File: config.mk
export PLATFORM = sky130hd
export DESIGN_NAME = lzssd_outq
export DESIGN_NICKNAME = d
export VERILOG_FILES = /design/src/lzssd_pkg.sv /design/src/lzssd_outq.sv
export SDC_FILE = /design/constraint.sdc
export NUM_CORES = 1
export LEC_CHECK = 0
export ABC_CLOCK_PERIOD_IN_PS = 2500
export BUFFER_PORTS_ARGS = -buffer_cell sky130_fd_sc_hd__clkbuf_2
export CAP_MARGIN = 30
export CORE_ASPECT_RATIO = 0.6
export CORE_UTILIZATION = 43
export DETAILED_ROUTE_END_ITERATION = 7
export SYNTH_ARGS = -nofsm -noshare
export SYNTH_HDL_FRONTEND = slang
export SYNTH_SLANG_ARGS = --single-unit
File: constraint.sdc
create_clock -name i_clk -period 2.5 [get_ports i_clk]
set_input_delay 0.125 -clock i_clk [delete_from_list [all_inputs] [get_ports i_clk]]
set_output_delay 0.125 -clock i_clk [all_outputs]
set_load 0.05 [all_outputs]
File: src/lzssd_pkg.sv
// lzssd_pkg: shared constants and types of the lzss window decompressor
// no dependencies; imported by the front, back, outq and top modules

package lzssd_pkg;

    localparam int WINDOW_BYTES = 4096;
    localparam int WIN_AW       = $clog2(WINDOW_BYTES);
    localparam int PC_W         = WIN_AW + 1;
    localparam int LEN_BIAS     = 3;
    localparam int LEN_MASK     = 'hF;
    localparam int DIST_SHIFT   = 4;
    localparam int LEN_TOP      = LEN_MASK + LEN_BIAS;
    localparam int REM_W        = $clog2(LEN_TOP + 1);
    localparam int GROUP_TOKENS = 8;
    localparam int FLAG_CNT_W   = $clog2(GROUP_TOKENS + 1);

    // queue depths, powers of two
    localparam int TQ_DEPTH = 2;
    localparam int TQ_AW    = $clog2(TQ_DEPTH);
    localparam int TQ_CW    = $clog2(TQ_DEPTH + 1);
    localparam int OQ_DEPTH = 4;
    localparam int OQ_AW    = $clog2(OQ_DEPTH);
    localparam int OQ_CW    = $clog2(OQ_DEPTH + 1);

    // literal: byte in lo; match: code is {hi, lo}
    typedef struct packed {
        logic       clr;
        logic       is_copy;
        logic [7:0] hi;
        logic [7:0] lo;
    } t_token;

    typedef struct packed {
        logic [7:0] out_byte;
        logic       last_of_run;
        logic       bad_reference;
    } t_result;

endpackage

File: src/lzssd_outq.sv
// lzssd_outq: result queue between the copy engine and the result port
// depends on lzssd_pkg

module lzssd_outq (
    input  logic               i_clk,
    input  logic               i_rst_n,
    input  logic               i_push,
    input  lzssd_pkg::t_result i_res,
    output logic               o_room,
    output logic               o_empty,
    input  logic               i_pop,
    output lzssd_pkg::t_result o_res
);
    import lzssd_pkg::*;

    t_result          r_q [OQ_DEPTH];
    logic [OQ_AW-1:0] r_wr;
    logic [OQ_AW-1:0] r_rd;
    logic [OQ_CW-1:0] r_cnt;
    logic             deq;

    assign o_empty = (r_cnt == '0);
    // room for one beat in flight plus one more
    assign o_room  = (r_cnt <= OQ_CW'(OQ_DEPTH - 2));
    assign o_res   = r_q[r_rd];
    assign deq     = i_pop && !o_empty;

    always_ff @(posedge i_clk) begin
        if (!i_rst_n) begin
            r_wr  <= '0;
            r_rd  <= '0;
            r_cnt <= '0;
        end else begin
            if (i_push) begin
                r_wr <= r_wr + 1'b1;
            end
            if (deq) begin
                r_rd <= r_rd + 1'b1;
            end
            if (i_push && !deq) begin
                r_cnt <= r_cnt + 1'b1;
            end else if (deq && !i_push) begin
                r_cnt <= r_cnt - 1'b1;
            end
        end
    end

    always_ff @(posedge i_clk) begin
        if (i_push) begin
            r_q[r_wr] <= i_res;
        end
    end

endmodule

[Word-level counts from Yosys, hierarchy flattened]
Memories as Yosys holds them, arrays and structs flattened. A register that Yosys moved wholly into a read port is not among the register bits.
Cells that the tools add are included.
Operators by class
  add/subtract/negate cells: 4
  magnitude comparators: 1
  muxes and demuxes: 6
  reductions and logical operators: 8
Operators by type and width (number)
  2-to-1 mux 3 bit: 2
  adder 2 x 1 -> 2 bit (second input constant): 2
  2-to-1 mux 2 bit: 2
  adder 3 x 1 -> 3 bit (second input constant): 1
  <= comparator 3 x 2 -> 1 bit (second input constant): 1
  logical AND 1 bit: 3
  logical NOT 1 bit: 3
  logical NOT 3 bit: 1
  subtractor 3 x 1 -> 3 bit (second input constant): 1
  2-to-1 mux 1 bit: 2
  nonzero test 2 bit: 1
Storage, ports and cells
  bits in registers: 7
  memory bits (writable): 40
  word-level logic and storage cells: 23
  memories kept: 1
Memories
  r_q: depth 4, bits a word 10, read ports 1, clocked after memory_dff 1, wr ports 1, RTL line lzssd_outq.sv:16  | t_result r_q [OQ_DEPTH];

[Depth between registers and ports, before layout]
Gate-level depths: netlist of run 1.
  depth after elaboration: 6
  mapped depth: 7

[Worst setup path before layout of run 1]
Ideal clock, no wire load.
  kind: register to register
  from: reg r_cnt[0]
  to: reg r_cnt[2]
  arrival time: 1.856 ns
  path slack: 0.568 ns
  stages on the path, launching flop included: 8
  path buffers: 0
  period minus slack after synthesis: 1.932 ns
  cells stage by stage: dfxtp_1 -> o31ai_4 -> ha_1 -> inv_1 -> fa_1 -> xor2_1 -> or3_1 -> a21boi_0
On the way
  word-level cells in the longest chain between the ends: 6
Ends and longest elaborated chain
  start, declared: RTL line lzssd_outq.sv:19  | logic [OQ_CW-1:0] r_cnt;
  start signal, assigned: RTL line lzssd_outq.sv:41  | r_cnt <= r_cnt + 1'b1;
  start signal, assigned: RTL line lzssd_outq.sv:43  | r_cnt <= r_cnt - 1'b1;
  parallel branches: the longest is 6 deep, another holds subtractor 3 x 1 -> 3 bit
Several ways; the timed one is not identified. The select of a mux whose other input is x is not followed.
A chain may end at the register's enable or synchronous reset.

[Final worst setup path of run 1]
Same ends and word-level chain as after synthesis.

==> summary.txt, run 1 <==
Reg power frac = 47.2%
Max Cap Violations = 0
width of the die = 88.1 um
Max Freq = 469 MHz
total placed cells including tap cells = 179
area leader, netlist = edfxtp_1
gr ovfl total = 0
fin crit period = 2.13 ns
H-Tree Depth = 2
Detailed Route Iter0 Violations = 34
CTS Hold Bufs = 0
top cells by area, synth = edfxtp_1 63%, mux4_2 12%, dfxtp_1 9.4%, ha_1 3.3%, and2_1 2.9%
Pint = 0.00142 W
Worst-path clk slew = 0.08 ns
Mapped Area = 1910 um^2
fraction of layout cells with a size suffix above 1 = 34.6%
Initial Utilization = 45.6%
DRC = 0
die footprint = 4730 um^2
initial antenna violation count = 0
Core Region = 4190 um^2
relative slew slack = 63.0%
WL final = 2850 um
crit path cell chain = o31ai_4, ha_1, inv_1, fa_1, xor2_1, or3_1, a21boi_0
DRT Pass-1 Iters = 3
DRT antenna net count = 0
hold path start = i_res[3]
Gate Count Post-Synth = 95
Vias = 901
static leakage = 0.764 nW
Largest stage delay, worst path = 0.41 ns
Hold Vio Cnt, Final = 0
setup bufs post-CTS = 0
Final HPWL DP = 2020 um
Post-Syn Area per Cell = 20.1 um^2
syn nets = 115
peak fanout along the critical path = 6
clk_lat worst skew = 0.29 ns
Final period util = 85.4%
diodes inserted = 0
part of the power in combinational logic = 32.9%
RSZ-0062 raised after global routing = false
largest net degree at the start of global routing = 15
Sw Ratio = 35.7%
reg2reg start = r_cnt[0]
Num CTS Buffers = 5
wire length of the first global-routing pass = 4510 um
vias in the first global route = 930
Worst Setup Start Kind = flip-flop
Area Overhead vs Synth = 14.6%
DR vias/cell = 4.82
num ports = 26
CTS Buffer Depth = 2
port bufs = 25
WP data required = 2.71 ns
Seq/Total Area, Yosys = 72.3%
library cells used by synthesis = 20
Yosys top cell area share = 62.8%
worst slew pin tran = 0.555 ns
status = complete, no violations
CTS tree = built
WP data arrival = 2.35 ns
Power Dens Cells = 1010 nW/um^2
clk sink count = 49
row count = 18
Critical Path Start = r_cnt[0]
Worst setup EP type = flip-flop
Yosys warnings = 0
share of total power in the clock network = 19.8%
Slew Limit Fails = 0
GP Congestion = 0.748
Fillers = 359
#FFs+latches synth = 49
setup TNS = 0 ns
Crit Path Class = flip-flop to flip-flop
fin cells = 187
post-CTS sizing = 0
Root Buffer = clkbuf_8
gr usage total = 14.1%
Max Clock Skew = 0.00695 ns
wire per inst = 15.2 um
Setup Viol. Count Final = 0
slowest cell on the critical path = dfxtp_1
Hold WC Path Type = input port to flip-flop
switching power = 0.000790 W
Max VDD drop = 0.454 mV
die height = 53.7 um
# nets final = 146
[power groups by stage]
stage,registers [W],clock network [W],logic [W]
detailed placement,0.00107,0,0.000739
floorplan,0.00102,0,0.000625
finish,0.00104,0.000439,0.000728
CTS,0.00105,0.000452,0.000740
global placement,0.00106,0,0.000727
global route,0.00106,0.000487,0.000773
[cells by family after synthesis]
group           share of synthesized area [%]
flops                                    72.3
simple gates                             4.19
mux                                      12.8
fa+ha+maj                                4.32
compound gates                           2.88
xor+xnor                                 2.29
buf+inv                                  1.24
[synthesized netlist by cell type]
cell type / count
o311ai_2: 1
o31ai_4: 1
a21boi_0: 1
inv_1: 3
mux2i_1: 2
buf_4: 1
a21oi_1: 1
ha_1: 5
edfxtp_1: 40
xnor2_1: 3
clkbuf_2: 1
or3_1: 1
nor2b_1: 2
xor2_1: 2
dfxtp_1: 9
nor3_1: 1
and2_1: 9
mux4_2: 10
fa_1: 1
o21ai_0: 1
[through the flow]
| stage | power [W] | worst slack, ns | hold slack, ns | instance area, um^2 | util (%) |
|---|---|---|---|---|---|
| 5_1_grt | 0.00232 | 0.226 | 0.0329 | 2190 | 52.3 |
| 4_1_cts | 0.00224 | 0.326 | 0.0393 | 2190 | 52.3 |
| 2_1_floorplan | 0.00165 | 0.568 | 0.224 | 1910 | - |
| 3_5_place_dp | 0.00181 | 0.345 | 0.351 | 2110 | 50.3 |
| 6_report | 0.00221 | 0.366 | 0.0475 | 2190 | 52.3 |
| 3_3_place_gp | 0.00179 | 0.534 | 0.339 | 2110 | 50.3 |
[worst paths after layout]
check / endpoint / slack (ns) / cells after the start
worst min register to register: r_wr[1] / 0.57 / 2
worst max-delay path: r_cnt[2] / 0.37 / 7
worst max register to register: r_cnt[2] / 0.37 / 7
worst min-delay path: r_q[2][3] / 0.05 / 1
[flip-flops by register name, summed over array words and instances (netlist names), named ones only]
name   flops
r_wr       2
r_q       40
r_cnt      3
r_rd       2
[area by class of cell]
class	instances	area [um^2]	area share, %
Sequential cell	49	1380	63.0
Multi-Input combinational cell	41	507	23.1
Timing Repair Buffer	26	133	6.05
Clock buffer	7	76.3	3.48
Tap cell	60	75.1	3.43
Inverter	3	11.3	0.514
Clock inverter	1	7.51	0.343
[cell usage in the layout (no fill, tap or decap), types with 2 or more instances in the layout]
master / instances
edfxtp_1: 40
dfxtp_1: 9
mux2i_1: 2
clkbuf_8: 5
clkbuf_2: 25
and2_1: 9
mux4_2: 10
ha_1: 5
nor2b_1: 2
clkbuf_1: 2
xnor2_1: 3
inv_1: 3
xor2_1: 2
[critical path: cells and delay by family, from the launching register on]
family          cells  cell delay [ns]
fa+ha+maj           2             0.59
compound gates      2             0.52
flops               1             0.41
simple gates        1             0.32
xor+xnor            1             0.16
buf+inv             1             0.07
[per-layer routing]
layer	global-route usage (%)	vias to the layer above	part of all wire [%]
li1	-	428	-
met1	17.0	449	46
met2	23.5	17	48
met3	5.06	7	3.8
met4	6.45	0	1.5
met5	0	-	0
Power figures use the tool's default switching activity.
==> inputs of run 2 (changes only) <==
- ABC_AREA: unset -> 1
==> summary.txt, run 2 <==
GP Congestion = 0.767 (+2.5%)
switching power = 0.000801 W (+1.4%)
Post-Syn Area per Cell = 12.1 um^2 (-40%)
DRC = 0 (unchanged)
commonest non-fill, non-tap cell in the layout = edfxtp_1
Yosys warnings = 0 (unchanged)
Commonest cells post-synth = 40 x edfxtp_1, 24 x nor2_1, 24 x o21ai_0, 17 x inv_1, 12 x nand2_1
Detailed Route Iter0 Violations = 54 (+59%)
Worst Setup Start Kind = flip-flop
setup bufs post-CTS = 0 (unchanged)
ys async rst share = 0% (unchanged)
Max Freq = 542 MHz (+16%)
Mapped Area = 1950 um^2 (+2.0%)
Area Overhead vs Synth = 14.2%
R2R cell count = 8 (+1)
Worst-path clk slew = 0.08 ns (about the same)
Num CTS Buffers = 5 (unchanged)
Yosys top cell area share = 61.6% (-1.2 points)
largest reg by FF count = r_q
share of total power in the clock network = 22.1% (+2.3 points)
row count = 18 (unchanged)
placed cell area = 2130 um^2 (+1.2%)
area leader, netlist = edfxtp_1
Seq/Total Area, Yosys = 70.8% (-1.4 points)
top cells by area, synth = edfxtp_1 62%, dfxtp_1 9.2%, o21ai_0 6.2%, nor2_1 4.6%, inv_1 3.3%
biggest regs = r_q x40, r_cnt x3
DRT Pass-1 Iters = 4 (+1)
Initial Utilization = 46.1% (+0.43 points)
post-CTS sizing = 0 (unchanged)
relative slew slack = 60.4% (-2.6 points)
WP data required = 2.38 ns (-0.33 ns)
Top Layer Used = met4
Largest register FFs = 40 (unchanged)
Final HPWL DP = 2490 um (+23%)
Core Region = 4230 um^2 (+1.1%)
reg2reg setup slack = 0.77 ns (+0.40 ns)
total placed cells including tap cells = 242 (+35%)
RSZ-0062 raised after global routing = false
vias in the first global route = 1154 (+24%)
DRT antenna net count = 0 (unchanged)
CTS tree = built
Hold Vio Cnt, Final = 0 (unchanged)
die height = 54.2 um (+0.97%)
Post-synth EDFFs = 40 (unchanged)
largest net degree at the start of global routing = 21 (+6)
WL final = 3530 um (+24%)
CTS Hold Bufs = 0 (unchanged)
Max Cap Violations = 0 (unchanged)
Crit Path Class = flip-flop to output port
fin cells = 250 (+34%)
status = complete, no violations
Final period util = 73.8% (-12 points)
wire per inst = 14.1 um (-7.3%)
setup TNS = 0 ns (unchanged)
library cells used by synthesis = 15 (-25%)
port bufs = 25 (unchanged)
initial antenna violation count = 0 (unchanged)
diodes inserted = 0 (unchanged)
Max VDD drop = 0.357 mV (-22%)
peak fanout along the critical path = 20 (+14)
reg2reg start = r_cnt[0]
Vias = 1212 (+35%)
width of the die = 89.0 um (+0.99%)
# nets final = 209 (+43%)
final instance area = 2230 um^2 (+1.7%)
CTS Buffer Depth = 2 (unchanged)
gr ovfl total = 0 (unchanged)
DR WL met2 = 1690 um (+23%)
WP data arrival = 1.72 ns (-0.63 ns)
Max Clock Skew = 0.00598 ns (-0.000974 ns)
Hold WC Path Type = input port to flip-flop
dominant synthesized flop cell = edfxtp_1
WHS Endpoint = r_q[0][6]
Pint = 0.00133 W (-6.5%)
reg2reg end = r_cnt[1]
fraction of layout cells with a size suffix above 1 = 19.5% (-15 points)
wire length of the first global-routing pass = 5360 um (+19%)
H-Tree Depth = 2 (unchanged)
most frequent cells in the layout = 40 x edfxtp_1, 25 x clkbuf_2, 24 x nor2_1, 24 x o21ai_0, 17 x inv_1
Reg power frac = 46.4% (-0.8 points)
DR vias/cell = 4.85 (+0.62%)
clk_lat worst skew = 0.30 ns (about the same)
fin crit period = 1.85 ns (-0.288 ns)
Worst setup EP type = output port
DRT met1 WL = 1660 um (+26%)
Setup Viol. Count Final = 0 (unchanged)
die footprint = 4820 um^2 (+2.0%)
#FFs+latches synth = 49 (unchanged)
hold path start = i_res[6]
Slew Limit Fails = 0 (unchanged)
clk sink count = 49 (unchanged)
Power Dens Cells = 957 nW/um^2 (-5.2%)
part of the power in combinational logic = 31.5% (-1.4 points)
Root Buffer = clkbuf_8
gr usage total = 16.7% (+2.6 points)
Gate Count Post-Synth = 161 (+69%)
metal3 WL = 121 um (+11%)
worst hold path depth = 1 (unchanged)
num ports = 26 (unchanged)
most frequent cell after synthesis = edfxtp_1
Sw Ratio = 37.6% (+1.9 points)
static leakage = 0.867 nW (+13%)
syn nets = 181 (+57%)
worst slew pin tran = 0.593 ns (+0.0377 ns)
==> run 2: changes by cell type after synthesis, moves of 5 or more <==
cell     before  now
and2_1        9    0
a21oi_1       1    7
buf_2         0    5
o22ai_1       0   10
nor2_1        0   24
o21ai_0       1   24
inv_1         3   17
nand2_1       0   12
mux4_2       10    0
==> run 2: metrics by stage <==
stage | setup slack, ns | hold slack, ns | util, % | total power (W)
floorplan | 0.919 | 0.224 | - | 0.00153
global placement | 0.854 | 0.336 | 50.4 | 0.00166
detailed placement | 0.764 | 0.347 | 50.4 | 0.00168
CTS | 0.672 | 0.0297 | 52.6 | 0.00215
global route | 0.560 | 0.0269 | 52.6 | 0.00225
finish | 0.654 | 0.0359 | 52.6 | 0.00213
==> run 2: routing by layer <==
layer / track usage (%) / vias up
met1: 19.9 / 571
met5: 0 / -
met2: 28.1 / 19
met3: 5.06 / 7
li1: - / 615
met4: 8.73 / 0
==> run 2: kinds of logic (layout without fill, tap and decap cells) <==
logic type / after synthesis / after routing / synth area share [%]
buffers and inverters: 22 / 51 / 4.55
DFF: 49 / 49 / 70.8
adders and majority gates: 6 / 6 / 4.23
AOI/OAI and AO/OA: 41 / 41 / 11.2
and+or+nand+nor: 43 / 43 / 9.24
==> run 2: area by class of cell <==
cell class / instances / area (um^2)
clock buffer: 7 / 86.3
clock inverter: 1 / 7.51
fill: 383 / 2010
inverter: 17 / 63.8
multi-input combinational: 90 / 480
sequential: 49 / 1380
tap: 60 / 75.1
timing repair buffer: 26 / 133
==> run 2: power by group through the flow <==
stage          clock, W  combinational (W)  sequential, W
3_5_place_dp          0           0.000676        0.00101
6_report       0.000470           0.000672       0.000988
3_3_place_gp          0           0.000653        0.00100
5_1_grt        0.000514           0.000737       0.000996
4_1_cts        0.000484           0.000677       0.000989
2_1_floorplan         0           0.000535       0.000993
==> run 2: worst max-delay path, cell delays in order (launching register included) <==
cell and delay (ns):
dfxtp_1 0.32, inv_1 0.44, o21ai_0 0.18, o22ai_1 0.18, clkbuf_2 0.31
==> run 2: how the worst max path moves through the flow <==
stage                    end  slack [ns]  cells past startpoint
global placement    r_cnt[2]        0.85                     12
finish              o_res[6]        0.65                      4
floorplan           r_cnt[2]        0.92                     12
global route        o_res[9]        0.56                      4
CTS                 o_res[4]        0.67                      4
detailed placement  r_cnt[1]        0.76                      8
