--- config.mk ---
export PLATFORM = sky130hd
export DESIGN_NAME = lzssd_front
export DESIGN_NICKNAME = d
export VERILOG_FILES = /design/src/lzssd_pkg.sv /design/src/lzssd_front.sv
export SDC_FILE = /design/constraint.sdc
export NUM_CORES = 1
export LEC_CHECK = 0
export ABC_CLOCK_PERIOD_IN_PS = 3800
export BUFFER_PORTS_ARGS = -buffer_cell sky130_fd_sc_hd__buf_2
export CAP_MARGIN = 20
export CORE_MARGIN = 2
export CORE_UTILIZATION = 25
export DETAILED_ROUTE_END_ITERATION = 7
export HOLD_SLACK_MARGIN = 0.06
export PLACE_DENSITY = 0.44
export SLEW_MARGIN = 40
export SYNTH_ARGS = -nofsm -noshare
export SYNTH_HDL_FRONTEND = slang
export SYNTH_SLANG_ARGS = --single-unit
--- constraint.sdc ---
create_clock -name i_clk -period 3.8 [get_ports i_clk]
set_clock_uncertainty 0.15 [all_clocks]
set_input_delay 0.38 -clock i_clk [delete_from_list [all_inputs] [get_ports i_clk]]
set_output_delay 0.38 -clock i_clk [all_outputs]
set_load 0.1 [all_outputs]
--- src/lzssd_pkg.sv ---
// lzssd_pkg: shared constants and types of the lzss window decompressor
// no dependencies; imported by the front, back, outq and top modules

package lzssd_pkg;

    localparam int WINDOW_BYTES = 4096;
    localparam int WIN_AW       = $clog2(WINDOW_BYTES);
    localparam int PC_W         = WIN_AW + 1;
    localparam int LEN_BIAS     = 3;
    localparam int LEN_MASK     = 'hF;
    localparam int DIST_SHIFT   = 4;
    localparam int LEN_TOP      = LEN_MASK + LEN_BIAS;
    localparam int REM_W        = $clog2(LEN_TOP + 1);
    localparam int GROUP_TOKENS = 8;
    localparam int FLAG_CNT_W   = $clog2(GROUP_TOKENS + 1);

    // queue depths, powers of two
    localparam int TQ_DEPTH = 2;
    localparam int TQ_AW    = $clog2(TQ_DEPTH);
    localparam int TQ_CW    = $clog2(TQ_DEPTH + 1);
    localparam int OQ_DEPTH = 4;
    localparam int OQ_AW    = $clog2(OQ_DEPTH);
    localparam int OQ_CW    = $clog2(OQ_DEPTH + 1);

    // literal: byte in lo; match: code is {hi, lo}
    typedef struct packed {
        logic       clr;
        logic       is_copy;
        logic [7:0] hi;
        logic [7:0] lo;
    } t_token;

    typedef struct packed {
        logic [7:0] out_byte;
        logic       last_of_run;
        logic       bad_reference;
    } t_result;

endpackage

--- src/lzssd_front.sv ---
// lzssd_front: stream parser turning compressed bytes into literal and match tokens,
// with the token queue towards the copy engine; depends on lzssd_pkg

module lzssd_front (
    input  logic              i_clk,
    input  logic              i_rst_n,
    input  logic              i_push,
    output logic              o_full,
    input  logic [7:0]        i_in_byte,
    input  logic              i_stream_start,
    output lzssd_pkg::t_token o_tok,
    output logic              o_tok_vld,
    input  logic              i_tok_take
);
    import lzssd_pkg::*;

    logic [7:0]            r_flag_shift, n_flag_shift;
    logic [FLAG_CNT_W-1:0] r_flags_left, n_flags_left;
    logic                  r_awaiting, n_awaiting;
    logic [7:0]            r_saved_high, n_saved_high;
    logic                  r_pend_clr, n_pend_clr;

    t_token                r_q [TQ_DEPTH];
    logic [TQ_AW-1:0]      r_wr;
    logic [TQ_AW-1:0]      r_rd;
    logic [TQ_CW-1:0]      r_cnt;

    logic                  acc;
    logic                  enq;
    logic                  deq;
    t_token                tok;

    assign o_full    = (r_cnt == TQ_CW'(TQ_DEPTH));
    assign o_tok_vld = (r_cnt != '0);
    assign o_tok     = r_q[r_rd];
    assign acc       = i_push && !o_full;
    assign deq       = i_tok_take && o_tok_vld;

    always_comb begin
        n_flag_shift = r_flag_shift;
        n_flags_left = r_flags_left;
        n_awaiting   = r_awaiting;
        n_saved_high = r_saved_high;
        n_pend_clr   = r_pend_clr;
        enq          = 1'b0;
        tok.clr      = r_pend_clr;
        tok.is_copy  = 1'b0;
        tok.hi       = r_saved_high;
        tok.lo       = i_in_byte;
        if (acc) begin
            if (i_stream_start) begin
                // new stream: pending flags and match high byte dropped
                n_flag_shift = i_in_byte;
                n_flags_left = FLAG_CNT_W'(GROUP_TOKENS);
                n_awaiting   = 1'b0;
                n_saved_high = '0;
                n_pend_clr   = 1'b1;
            end else if (r_awaiting) begin
                enq          = 1'b1;
                tok.is_copy  = 1'b1;
                n_awaiting   = 1'b0;
                n_pend_clr   = 1'b0;
            end else if (r_flags_left == '0) begin
                n_flag_shift = i_in_byte;
                n_flags_left = FLAG_CNT_W'(GROUP_TOKENS);
            end else begin
                n_flag_shift = {1'b0, r_flag_shift[7:1]};
                n_flags_left = r_flags_left - 1'b1;
                if (r_flag_shift[0]) begin
                    n_saved_high = i_in_byte;
                    n_awaiting   = 1'b1;
                end else begin
                    enq        = 1'b1;
                    n_pend_clr = 1'b0;
                end
            end
        end
    end

    always_ff @(posedge i_clk) begin
        if (!i_rst_n) begin
            r_flag_shift <= '0;
            r_flags_left <= '0;
            r_awaiting   <= 1'b0;
            r_saved_high <= '0;
            r_pend_clr   <= 1'b0;
            r_wr         <= '0;
            r_rd         <= '0;
            r_cnt        <= '0;
        end else begin
            r_flag_shift <= n_flag_shift;
            r_flags_left <= n_flags_left;
            r_awaiting   <= n_awaiting;
            r_saved_high <= n_saved_high;
            r_pend_clr   <= n_pend_clr;
            if (enq) begin
                r_wr <= r_wr + 1'b1;
            end
            if (deq) begin
                r_rd <= r_rd + 1'b1;
            end
            if (enq && !deq) begin
                r_cnt <= r_cnt + 1'b1;
            end else if (deq && !enq) begin
                r_cnt <= r_cnt - 1'b1;
            end
        end
    end

    always_ff @(posedge i_clk) begin
        if (enq) begin
            r_q[r_wr] <= tok;
        end
    end

endmodule

* After elaboration in Yosys (flattened, before gate mapping)
Memories as Yosys holds them, arrays and structs flattened. A register that Yosys moved wholly into a read port is not among the register bits. Index checks and enable logic that the tools add are counted.
Word-level totals: flip-flop bits (word level) 26, bits in writable memories 36, bits of input ports 13, memories kept 1
Memory list:
- r_q | words 2, width 18, read ports 1, clocked after memory_dff 1, wr ports 1, RTL line lzssd_front.sv:23 | t_token r_q [TQ_DEPTH];
Cells by class: add/subtract/negate cells 5, equal/unequal tests 5, multiplexer cells 32, reduce and logical (&&, ||, !) cells 14
Operators with widths (count):
- 2-to-1 mux 8 bit | 7
- 2-to-1 mux 1 bit | 20
- 2-to-1 mux 4 bit | 3
- nonzero test 2 bit | 3
- logical AND 1 bit | 4
- zero test 4 bit | 1
- 2-to-1 mux 2 bit | 2
- != test 2 bit (second input constant) | 2
- AND reduction 4 bit | 1
- subtractor 4 x 1 -> 4 bit (second input constant) | 1
- zero test 1 bit | 3
- != test 3 x 2 -> 1 bit (second input constant) | 1
- != test 3 bit (second input constant) | 1
- AND reduction 3 bit | 1
- adder 1 bit (second input constant) | 2
- adder 2 x 1 -> 2 bit (second input constant) | 1
- equality test 2 bit (second input constant) | 1
- AND reduction 2 bit | 1
- subtractor 2 x 1 -> 2 bit (second input constant) | 1

* Longest topological paths before layout
Gate-level depths: netlist of run 1.
word-level depth 9, gate-level depth with buffers 9, mapped depth without buffers 9

* Least setup slack after synthesis of run 1
Ideal clock, no wire load.
path kind register to register, start point reg r_flags_left[0], end point mem r_q[0][0] (netlist name) (enable), arrival time 2.765 ns, setup slack 0.442 ns, stages on the path, launching flop included 6, path buffers 0, cells stage by stage dfxtp_1 inv_1 ha_1 or3b_4 a21oi_1 nor4_1
Between the ends: cells in the longest elaborated chain, start to end 7
Ends and longest elaborated chain:
- start, declared | RTL line lzssd_front.sv:18 | logic [FLAG_CNT_W-1:0] r_flags_left, n_flags_left;
- start signal, assigned | RTL line lzssd_front.sv:92 | r_flags_left <= n_flags_left;
- zero test 4 bit | RTL line lzssd_front.sv:63 | end else if (r_flags_left == '0) begin
- 2-to-1 mux 1 bit | RTL line lzssd_front.sv:63
- 2-to-1 mux 1 bit | RTL line lzssd_front.sv:58 | end else if (r_awaiting) begin
- 2-to-1 mux 1 bit | RTL line lzssd_front.sv:51 | if (i_stream_start) begin
- 2-to-1 mux 1 bit | RTL line lzssd_front.sv:50 | if (acc) begin
- 2-to-1 mux 1 bit | RTL line lzssd_front.sv:111 | if (enq) begin
- 2-to-1 mux 1 bit (not written as such) | RTL line lzssd_front.sv:112 | r_q[r_wr] <= tok;
- end, declared | RTL line lzssd_front.sv:23
No other way between the ends.

* Worst setup path after layout of run 1
start point reg r_flags_left[0], end point reg r_cnt[1]
Between the ends: cells in the longest elaborated chain, start to end 8, elaborated cells between the ends (all ways) 10
Ends and longest elaborated chain:
- zero test 4 bit * | RTL line lzssd_front.sv:63
- 2-to-1 mux 1 bit * | RTL line lzssd_front.sv:63
- 2-to-1 mux 1 bit * | RTL line lzssd_front.sv:58
- 2-to-1 mux 1 bit * | RTL line lzssd_front.sv:51
- 2-to-1 mux 1 bit * | RTL line lzssd_front.sv:50
- via enq | RTL line lzssd_front.sv:29 | logic enq;
- zero test 1 bit | RTL line lzssd_front.sv:104 | end else if (deq && !enq) begin
- logical AND 1 bit | RTL line lzssd_front.sv:104
- nonzero test 2 bit (no source line)
- end signal, assigned | RTL line lzssd_front.sv:103 | r_cnt <= r_cnt + 1'b1;
- end signal, assigned | RTL line lzssd_front.sv:105 | r_cnt <= r_cnt - 1'b1;
- end, declared | RTL line lzssd_front.sv:26 | logic [TQ_CW-1:0] r_cnt;
Mark *: on every way through the listed nets, which the timed path passes. The rest lies on a longest branch. A chain may end at the register's enable or synchronous reset.

==> results of run 1 <==
-- through the flow --
stage	utilization [%]	setup WS, ps	instance area, um^2
2_1_floorplan	-	442	2460
3_3_place_gp	28.6	1190	2750
3_5_place_dp	28.6	1370	2760
4_1_cts	30.4	1370	2930
5_1_grt	30.4	1240	2930
6_report	30.4	1390	2930
-- cells in the mapped netlist, types with 2 or more instances --
library cell,instances
sky130_fd_sc_hd__nand2b_1,2
sky130_fd_sc_hd__ha_1,3
sky130_fd_sc_hd__clkbuf_1,3
sky130_fd_sc_hd__mux2_2,18
sky130_fd_sc_hd__nand4_1,2
sky130_fd_sc_hd__xor2_1,3
sky130_fd_sc_hd__a22o_1,8
sky130_fd_sc_hd__o22ai_1,2
sky130_fd_sc_hd__a31oi_1,8
sky130_fd_sc_hd__dfxtp_1,27
sky130_fd_sc_hd__inv_1,4
sky130_fd_sc_hd__nor2_1,3
sky130_fd_sc_hd__o21a_1,2
sky130_fd_sc_hd__nor2b_1,2
sky130_fd_sc_hd__edfxtp_1,36
sky130_fd_sc_hd__buf_2,6
sky130_fd_sc_hd__o21ai_0,10
sky130_fd_sc_hd__a21oi_1,3
sky130_fd_sc_hd__nor3_1,5
sky130_fd_sc_hd__nand2_1,24
-- per-layer routing --
metal  share of wire [%]  routed length (um)
met1                  49                2300
met2                  45                2110
met3                 4.4                 206
met4                 1.0                  48
met5                   0                   0
-- report_power, final --
group	switching, mW	total (mW)	internal (mW)
combinational	0.644	0.829	0.185
sequential	0.0632	0.860	0.796
clock	0.241	0.532	0.291
-- how the worst min path moves through the flow --
stage,from,to,slack [ps]
after detailed placement,r_saved_high[7]$_SDFFE_PN0P_,r_q[0][15]$_DFFE_PP_,290
after CTS,i_in_byte[0],r_q[0][0]$_DFFE_PP_,110
final,i_in_byte[0],r_q[0][0]$_DFFE_PP_,130
after global routing,i_in_byte[0],r_q[1][0]$_DFFE_PP_,110
after floorplan,r_saved_high[2]$_SDFFE_PN0P_,r_q[0][10]$_DFFE_PP_,280
after global placement,r_saved_high[7]$_SDFFE_PN0P_,r_q[1][15]$_DFFE_PP_,280
-- cell usage in the layout, fill, tap and decap left out, drive strengths merged, types with 2 or more instances in the layout --
cell    netlist  layout
inv           5       5
nor2          3       3
nand2        24      24
ha            3       3
nand4         2       2
o21a          2       2
a22o          8       8
nand2b        3       3
xor2          3       3
a21oi         3       3
clkbuf        4       9
nor3          6       6
o22ai         2       2
mux2         18      18
o21ai        11      11
buf           6      33
a31oi         8       8
dfxtp        27      27
edfxtp       36      36
clkinv        0       5
nor2b         2       2
-- final cells by class --
| type | count | area, um^2 | area share (%) |
|---|---|---|---|
| multi-input combinational | 110 | 779 | 26.6 |
| clock buffer | 9 | 124 | 4.23 |
| clock inverter | 6 | 52.6 | 1.79 |
| sequential | 63 | 1620 | 55.4 |
| inverter | 5 | 18.8 | 0.640 |
| timing repair buffer | 33 | 168 | 5.72 |
| tap | 133 | 166 | 5.68 |
-- cell families (layout without fill, tap and decap cells) --
family	count (synthesis)	count (layout)	share of synthesized area [%]
XOR/XNOR	3	3	1.07
flip-flops	63	63	66.0
AND/OR/NAND/NOR	49	49	10.2
AO/OA/AOI/OAI	37	37	10.4
adder cells (fa/ha/maj)	3	3	1.53
buffers and inverters	15	53	2.65
multiplexers	18	18	8.24
-- worst reg2reg max path: stages, from the launching register on --
cell and delay [ps]:
sky130_fd_sc_hd__dfxtp_1 320, sky130_fd_sc_hd__inv_1 100, sky130_fd_sc_hd__ha_1 140, sky130_fd_sc_hd__or3b_4 380
sky130_fd_sc_hd__a21oi_1 270, sky130_fd_sc_hd__nor3_1 130, sky130_fd_sc_hd__ha_1 340, sky130_fd_sc_hd__or3_1 380
sky130_fd_sc_hd__a21oi_1 140
-- flip-flops by register name, indices dropped and copies added, names as in the netlist, named ones only --
name	cells
r_awaiting	1
r_pend_clr	1
r_q	36
r_flag_shift	8
r_flags_left	4
r_saved_high	8
r_rd	1
r_wr	1
r_cnt	2
==> Implementation_results.wiki, run 1 <==
{| class="wikitable"
! Metric !! Value
|-
| Run status || completed
|-
| Area growth from synthesis to layout || 19.2%
|-
| Critical path origin || r_flags_left[0]$_SDFFE_PN0P_
|-
| Met3 GRT Util || 3.43%
|-
| End of the critical path || r_cnt[1]$_SDFFE_PN0P_
|-
| Highest ir drop seen on vdd || around 0.25 mV
|-
| Kind of critical path || reg2reg
|-
| WHS || 133 ps
|-
| Placed Instances || 344
|-
| Design Power || about 2.2 mW
|-
| Cells traversed along the worst timing path || inv_1 > ha_1 > or3b_4 > a21oi_1 > nor3_1 > ha_1 > or3_1 > a21oi_1
|-
| Class of the tightest hold or removal check || in2reg
|-
| Starting density of the core || approximately 26%
|-
| Core Area || a little under 10000 um^2
|-
| Leakage || 1.05 nW
|-
| Iteration count of the initial detailed-routing pass || 4
|-
| Cell count after synthesis || 188
|-
| Number of DRC violations after detailed routing || 0
|-
| Beginning of the worst register-to-register path || r_flags_left[0]$_SDFFE_PN0P_
|-
| Count of nets left with antenna violations after detail routing || 0
|-
| Part of the Yosys area used for sequential elements || between 60 and 70%
|-
| Primary FF master, synth || sky130_fd_sc_hd__edfxtp_1
|-
| Clock tree buffer depth || 2
|-
| Via total after detailed routing || 1503
|-
| Final Non-Filler Cells || 359
|-
| Instance count on the critical path || 8
|-
| Maximum number of pins on one net before global-route repair || 24
|-
| Ratio of routed vias to standard cells || 4.19
|-
| Crit path time final || 2410 ps
|-
| Required time reported for the critical path endpoint || approximately 3900 ps
|-
| Final number of hold-violating endpoints || 0
|-
| Final Net Count || ~240
|-
| Overflow left after global routing || 0
|-
| H-Tree Level Count || 3
|-
| Latest clock arrival within the worst-skew pair || 330 ps
|-
| Synthesized area per cell || 13.1 um^2
|-
| Power density of the placed cells || 757 nW/um^2
|-
| Overall die area || 10600 um^2
|-
| Number of synthesized flops with an enable pin || 36
|-
| # rows || 36
|-
| Hold-fix buffer count after cts || 0
|-
| Crit path DAT || roughly 2500 ps
|-
| Crit-path leading delay family || simple AND/OR/NAND/NOR gates
|-
| Clock slew at the register clock pins of the worst setup and hold paths || approximately 70 ps
|-
| R2R Path End || r_cnt[1]$_SDFFE_PN0P_
|-
| Yosys top cell area share || 44.0%
|-
| Number of top-level design ports || 33
|-
| Delay of the slowest cell on the worst path || 380 ps
|-
| Maximum clock frequency || between 400 and 500 MHz
|-
| Diodes inserted || 0
|-
| Wire length of the first global-routing pass || 7.46 mm
|-
| RSZ-0062 raised after global routing || no
|-
| Max_cap viols || 0
|-
| Share of flip-flops with an asynchronous set or reset || 0%
|-
| Max stage delay cell, worst path || sky130_fd_sc_hd__or3b_4
|-
| Post-cts resize count || 0
|-
| Routed wirelength normalized by instance count || 13.0 um
|-
| Met1 demand-to-capacity share in global routing || 11.8%
|-
| Number of warning messages in the yosys log || 0
|-
| Synthesized area || 2460 um^2
|-
| Overall die height || 103 um
|-
| Final-report setup violation count || 0
|-
| Combined global-route utilization of all metal layers || 9.61%
|-
| TritonCTS clock tree || built
|-
| Number of CTS-inserted buffers || 9
|-
| Post-CTS repair timing setup buffer count || 0
|-
| Die boundary width || 103 um
|-
| Transition at the pin with the smallest max-transition slack || ~760 ps
|-
| Routability-driven placement congestion ratio || 0.665
|-
| Fin. max-slew vios || 0
|-
| Crit end category || register
|-
| Cell chosen for the clock root || sky130_fd_sc_hd__clkbuf_8
|-
| Met2 global-route usage || ~15%
|-
| Path depth of the worst reg2reg path || 8
|-
| Number of buffer and inverter stages on the critical path || 1
|-
| Slew Limit Headroom || 49.4%
|-
| Net Count, Synth || slightly above 200
|-
| Post-detailed-routing wire length || 4.66 mm
|-
| # port buffers || 32
|-
| Number of global-route vias before repair || approximately 1500
|-
| Hold-critical path depth || 1
|-
| Count of state elements after synthesis || 63
|-
| DP Wirelength || 3.00 mm
|-
| CP startpoint kind || register
|-
| CTS Sinks || 63
|-
| Busiest grt layer || met2
|-
| Part of the cycle the worst path needs || 63.4%
|-
| Share of cells above drive strength 1 || ~32%
|-
| Reg2Reg Setup Slack || 1390 ps
|-
| Cell type with the highest aggregate area in the netlist || sky130_fd_sc_hd__edfxtp_1
|-
| Cell variety after synth || 37
|-
| Synth area leaders || sky130_fd_sc_hd__edfxtp_1 (44%), sky130_fd_sc_hd__dfxtp_1 (22%), sky130_fd_sc_hd__mux2_2 (8.2%)
|-
| Fill cell count || between 1000 and 1500
|-
| Violation count after the first detailed-route iteration || 46
|-
| Antenna violations before repair || 0
|-
| Post-route setup TNS || 0 ps
|-
| Crit-path max FO || 4
|}
Power figures use the tool's default switching activity.
==> run 2: changes to the inputs <==
--- a/config.mk
+++ b/config.mk
@@ -5,7 +5,7 @@
 export SDC_FILE = /design/constraint.sdc
 export NUM_CORES = 1
 export LEC_CHECK = 0
-export ABC_CLOCK_PERIOD_IN_PS = 3800
+export ABC_CLOCK_PERIOD_IN_PS = 2230
 export BUFFER_PORTS_ARGS = -buffer_cell sky130_fd_sc_hd__buf_2
 export CAP_MARGIN = 20
 export CORE_MARGIN = 2
==> constraint.sdc (replaced) <==
create_clock -name i_clk -period 2.23 [get_ports i_clk]
set_clock_uncertainty 0.15 [all_clocks]
set_input_delay 0.223 -clock i_clk [delete_from_list [all_inputs] [get_ports i_clk]]
set_output_delay 0.223 -clock i_clk [all_outputs]
set_load 0.1 [all_outputs]
==> Implementation_results.wiki, run 2 (same netlist as run 1, synthesis figures left out) <==
{| class="wikitable"
! Metric !! Value
|-
| Most frequent cells in the layout || sky130_fd_sc_hd__edfxtp_1 (36), sky130_fd_sc_hd__buf_2 (31), sky130_fd_sc_hd__dfxtp_1 (26)
|-
| Run status || completed
|-
| Starting density of the core || 25.5%
|-
| Overflow left after global routing || 0
|-
| Iteration count of the initial detailed-routing pass || 4
|-
| Final-report setup violation count || 0
|-
| Wire length of the first global-routing pass || 8.01 mm
|-
| Final Non-Filler Cells || 382
|-
| Latest clock arrival within the worst-skew pair || 330 ps
|-
| CP startpoint kind || register
|-
| Clock tree buffer depth || 2
|-
| Post-detailed-routing wire length || 4.92 mm
|-
| Violation count after the first detailed-route iteration || 52
|-
| Final Net Count || 260
|-
| Transition at the pin with the smallest max-transition slack || around 500 ps
|-
| Class of the tightest hold or removal check || in2reg
|-
| # port buffers || 32
|-
| Kind of critical path || reg2reg
|-
| Number of CTS-inserted buffers || 9
|-
| Max_cap viols || 0
|-
| Final critical-path setup slack || 84.8 ps
|-
| Part of the cycle the worst path needs || a little over nine tenths
|-
| Routed wirelength normalized by instance count || around 13 um
|-
| Largest registers ranked by flip-flop count || r_q: 36 flops, r_flag_shift: 8 flops, r_saved_high: 8 flops
|-
| Routability-driven placement congestion ratio || 0.729
|-
| Cell chosen for the clock root || sky130_fd_sc_hd__clkbuf_8
|-
| Fill cell count || 1022
|-
| Overall die area || 10600 um^2
|-
| TritonCTS clock tree || built
|-
| Power density of the placed cells || approximately 1300 nW/um^2
|-
| Via total after detailed routing || 1646
|-
| Post-route setup TNS || 0 ps
|-
| Combined global-route utilization of all metal layers || 10.2%
|-
| Count of nets left with antenna violations after detail routing || 0
|-
| Number of global-route vias before repair || approximately 1600
|-
| Final number of hold-violating endpoints || 0
|-
| WHS || around 130 ps
|-
| DP Wirelength || between 3 and 4 mm
|-
| Ratio of routed vias to standard cells || 4.31
|-
| Design Power || 4.02 mW
|-
| Clock slew at the register clock pins of the worst setup and hold paths || 70 ps
|-
| Share of cells above drive strength 1 || 36.9%
|-
| Area growth from synthesis to layout || 30.7%
|-
| Most common cell after layout, fill and taps aside || sky130_fd_sc_hd__edfxtp_1
|-
| Maximum clock frequency || ~470 MHz
|-
| CTS Sinks || 63
|-
| Diodes inserted || 0
|-
| Flip-flop count of the largest register after layout || 36
|-
| RSZ-0062 raised after global routing || no
|-
| Leakage || about 1.2 nW
|-
| Antenna violations before repair || 0
|-
| Register with the most flip-flops || r_q
|-
| Setup Slack @ Placement || -21.5 ps
|-
| Highest ir drop seen on vdd || roughly 0.45 mV
|-
| Crit path time final || 2150 ps
|-
| Crit end category || register
|-
| # rows || 36
|-
| Number of top-level design ports || 33
|-
| Die boundary width || slightly above 100 um
|-
| Slew Limit Headroom || 67.3%
|-
| Core Area || 9640 um^2
|-
| Crit-path max FO || 3
|-
| H-Tree Level Count || 3
|-
| Number of DRC violations after detailed routing || 0
|-
| Placed Instances || between 300 and 400
|-
| Crit path DAT || around 2300 ps
|-
| Overall die height || 103 um
|-
| Fin. max-slew vios || 0
|-
| Required time reported for the critical path endpoint || 2350 ps
|-
| Maximum number of pins on one net before global-route repair || 20
|}
[run 2: metrics by stage]
| stage | cell area (um^2) | util, % |
|---|---|---|
| 3_3_place_gp | 2900 | 30.0 |
| 5_1_grt | 3210 | 33.3 |
| 6_report | 3210 | 33.3 |
| 2_1_floorplan | 2480 | - |
| 4_1_cts | 3200 | 33.2 |
| 3_5_place_dp | 2900 | 30.0 |
[run 2: final cells by class]
class / instances / area, um^2 / area share (%)
clock buffers: 9 / 124 / 3.85
clock inverters: 7 / 72.6 / 2.26
inverters: 5 / 18.8 / 0.584
multi-input cells: 110 / 812 / 25.3
flip-flops and latches: 63 / 1620 / 50.5
well taps: 133 / 166 / 5.18
repair buffers: 55 / 398 / 12.4
[run 2: path summary, 6_finish.rpt]
kind	startpoint	endpoint	slack (ps)	cells after the start
max reg2reg	r_flags_left[0]$_SDFFE_PN0P_	r_cnt[1]$_SDFFE_PN0P_	80	8
min	i_tok_take	r_rd$_SDFFE_PN0P_	130	4
max	r_flags_left[0]$_SDFFE_PN0P_	r_cnt[1]$_SDFFE_PN0P_	80	8
min reg2reg	r_saved_high[2]$_SDFFE_PN0P_	r_q[0][10]$_DFFE_PP_	310	0
[run 2: power by group]
group          switching (mW)  leakage (nW)  internal (mW)
logic                    1.20         0.534          0.429
clock network           0.460        0.0956          0.517
registers              0.0635         0.562           1.35
[run 2: timing repair]
action / in CTS / in global routing
buffers inserted: 0 / 1
pin swaps: 0 / 1
resized for setup: 1 / 5
endpoints found under the hold margin: 34 / 0
hold buffers: 10 / 0
setup endpoints to repair: 1 / 1
[run 2: critical path: stages (launching register included)]
cell	delay (ps)
sky130_fd_sc_hd__dfxtp_2	330
sky130_fd_sc_hd__inv_2	50
sky130_fd_sc_hd__ha_1	130
sky130_fd_sc_hd__or3b_4	400
sky130_fd_sc_hd__a21oi_4	170
sky130_fd_sc_hd__nor3_4	70
sky130_fd_sc_hd__ha_2	280
sky130_fd_sc_hd__or3_1	370
sky130_fd_sc_hd__a21oi_1	140
[run 2: metal layers]
layer	up-vias	wire length, um	global-route usage (%)
li1	812	-	-
met1	796	2340	12.9
met2	31	2270	15.8
met3	7	211	2.96
met4	0	97	5.77
met5	-	0	0
==> run 3: changes to the inputs <==
--- a/config.mk
+++ b/config.mk
@@ -10,6 +10,7 @@
 export CAP_MARGIN = 20
 export CORE_MARGIN = 2
 export CORE_UTILIZATION = 25
+export CTS_BUF_LIST = sky130_fd_sc_hd__clkbuf_16
 export DETAILED_ROUTE_END_ITERATION = 7
 export HOLD_SLACK_MARGIN = 0.06
 export PLACE_DENSITY = 0.44
==> Implementation_results.wiki, run 3 (same netlist as run 1, synthesis figures left out) <==
{| class="wikitable"
! Metric !! Value
|-
| Clock slew at the register clock pins of the worst setup and hold paths || 60 ps
|-
| Final Net Count || 259
|-
| Register with the most flip-flops || r_q
|-
| Violation count after the first detailed-route iteration || 72
|-
| Crit-path max FO || 3
|-
| H-Tree Level Count || 3
|-
| Length of routed wiring on met1 || about 2.3 mm
|-
| Number of CTS-inserted buffers || 9
|-
| Final Util || 34.3%
|-
| Power density of the placed cells || 1340 nW/um^2
|-
| Routed wirelength normalized by instance count || 12.8 um
|-
| CTS Sinks || 63
|-
| Design Power || approximately 4.4 mW
|-
| Share of cells above drive strength 1 || 37.1%
|-
| Via total after detailed routing || 1642
|-
| Number of top-level design ports || 33
|-
| # rows || 36
|-
| TritonCTS clock tree || built
|-
| Required time reported for the critical path endpoint || 2340 ps
|-
| Delay of the slowest cell on the worst path || 400 ps
|-
| Diodes inserted || 0
|-
| Combined global-route utilization of all metal layers || 10.1%
|-
| Slew Limit Headroom || 67.4%
|-
| RSZ-0062 raised after global routing || no
|-
| Die boundary width || 103 um
|-
| Most frequent cells in the layout || sky130_fd_sc_hd__edfxtp_1 (36), sky130_fd_sc_hd__buf_2 (31), sky130_fd_sc_hd__dfxtp_1 (26)
|-
| Starting density of the core || between 20% and 30%
|-
| Overflow left after global routing || 0
|-
| Most common cell after layout, fill and taps aside || sky130_fd_sc_hd__edfxtp_1
|-
| # port buffers || 32
|-
| DP Wirelength || 3.13 mm
|-
| Ratio of routed vias to standard cells || 4.31
|-
| Fill cell count || roughly 1000
|-
| Count of nets left with antenna violations after detail routing || 0
|-
| Transition at the pin with the smallest max-transition slack || 493 ps
|-
| Post-detailed-routing wire length || 4.87 mm
|-
| Class of the tightest hold or removal check || in2reg
|-
| Part of the cycle the worst path needs || between 90% and 100%
|-
| Number of DRC violations after detailed routing || 0
|-
| Leakage || 1.23 nW
|-
| CP startpoint kind || register
|-
| Crit path time final || 2140 ps
|-
| Maximum clock frequency || 467 MHz
|-
| Placed Instance Area || 2900 um^2
|-
| Fin area || 3310 um^2
|-
| Overall die height || between 100 and 150 um
|-
| Flip-flop count of the largest register after layout || 36
|-
| Uppermost layer routed || met4
|-
| Cells traversed along the worst timing path || inv_2 > ha_1 > or3b_4 > a21oi_4 > nor3_4 > ha_2 > or3_1 > a21oi_1
|-
| Kind of critical path || reg2reg
|-
| Cell chosen for the clock root || sky130_fd_sc_hd__clkbuf_16
|-
| Core Area || 9640 um^2
|-
| Routability-driven placement congestion ratio || 0.729
|-
| Final critical-path setup slack || 88.9 ps
|-
| Wire length of the first global-routing pass || 8.00 mm
|-
| Antenna violations before repair || 0
|-
| Met3 wirelength from detailed routing || 191 um
|-
| Fin. max-slew vios || 0
|-
| Largest registers ranked by flip-flop count || r_q: 36 flops, r_flag_shift: 8 flops, r_saved_high: 8 flops
|-
| Max_cap viols || 0
|-
| Clock tree buffer depth || 2
|-
| Overall die area || 10600 um^2
|-
| Crit end category || register
|-
| Post-route setup TNS || 0 ps
|-
| Max stage delay cell, worst path || sky130_fd_sc_hd__or3b_4
|-
| Crit path DAT || 2250 ps
|-
| Detailed-routed wire length on met2 || 2.21 mm
|-
| Final Non-Filler Cells || 381
|-
| Highest ir drop seen on vdd || 0.497 mV
|-
| Iteration count of the initial detailed-routing pass || 4
|-
| Number of global-route vias before repair || 1595
|-
| Setup Slack @ Placement || -21.5 ps
|-
| Run status || completed
|-
| Area growth from synthesis to layout || 34.5%
|-
| WHS || 77.7 ps
|-
| Final number of hold-violating endpoints || 0
|-
| Maximum number of pins on one net before global-route repair || 20
|-
| Latest clock arrival within the worst-skew pair || 320 ps
|-
| Placed Instances || between 300 and 400
|-
| Final-report setup violation count || 0
|}
==> run 3: cell types whose count changed in the layout (fill, tap and decap cells not counted) <==
cell,delta
sky130_fd_sc_hd__clkbuf_16,+9
sky130_fd_sc_hd__clkbuf_8,-9
sky130_fd_sc_hd__dlygate4sd3_1,-1
==> run 3: timing repair <==
action                     4_1_cts  5_1_grt
gates cloned                     0        0
setup buffers                    0        1
hold endpoints to repair        31        0
setup endpoints to repair        1        1
hold buffers                     9        0
resized for setup                1        5
pin swaps                        0        1
==> run 3: worst paths after layout <==
| path | startpoint | end | slack, ps | depth (start not counted) |
|---|---|---|---|---|
| hold / removal | i_rst_n | r_cnt[0]$_SDFFE_PN0P_ | 80 | 3 |
| setup reg to reg | r_flags_left[0]$_SDFFE_PN0P_ | r_cnt[1]$_SDFFE_PN0P_ | 90 | 8 |
| setup / recovery | r_flags_left[0]$_SDFFE_PN0P_ | r_cnt[1]$_SDFFE_PN0P_ | 90 | 8 |
| hold reg to reg | r_saved_high[0]$_SDFFE_PN0P_ | r_q[1][8]$_DFFE_PP_ | 310 | 0 |
==> run 3: final cells by class <==
class | instances | area (um^2) | area share, %
well taps | 133 | 166 | 5.03
clock buffers | 9 | 225 | 6.81
clock inverters | 7 | 72.6 | 2.20
flip-flops and latches | 63 | 1620 | 49.1
inverters | 5 | 18.8 | 0.568
repair buffers | 54 | 388 | 11.7
multi-input cells | 110 | 812 | 24.6
==> run 3: worst max-delay path, delay by kind of cell, from the launching register on <==
kind,cells,cell delay [ps]
and+or+nand+nor,3,840
adders and majority gates,2,410
DFF,1,330
AOI/OAI and AO/OA,2,310
buffers and inverters,1,50
==> run 3: layer usage <==
metal	global-route usage (%)	vias to the layer above
met1	12.9	782
li1	-	813
met4	6.68	0
met5	0	-
met3	1.95	11
met2	15.6	36
==> run 3: where the power goes <==
part | internal (mW) | switching, mW
clock network | 0.865 | 0.506
registers | 1.35 | 0.0635
logic | 0.428 | 1.20
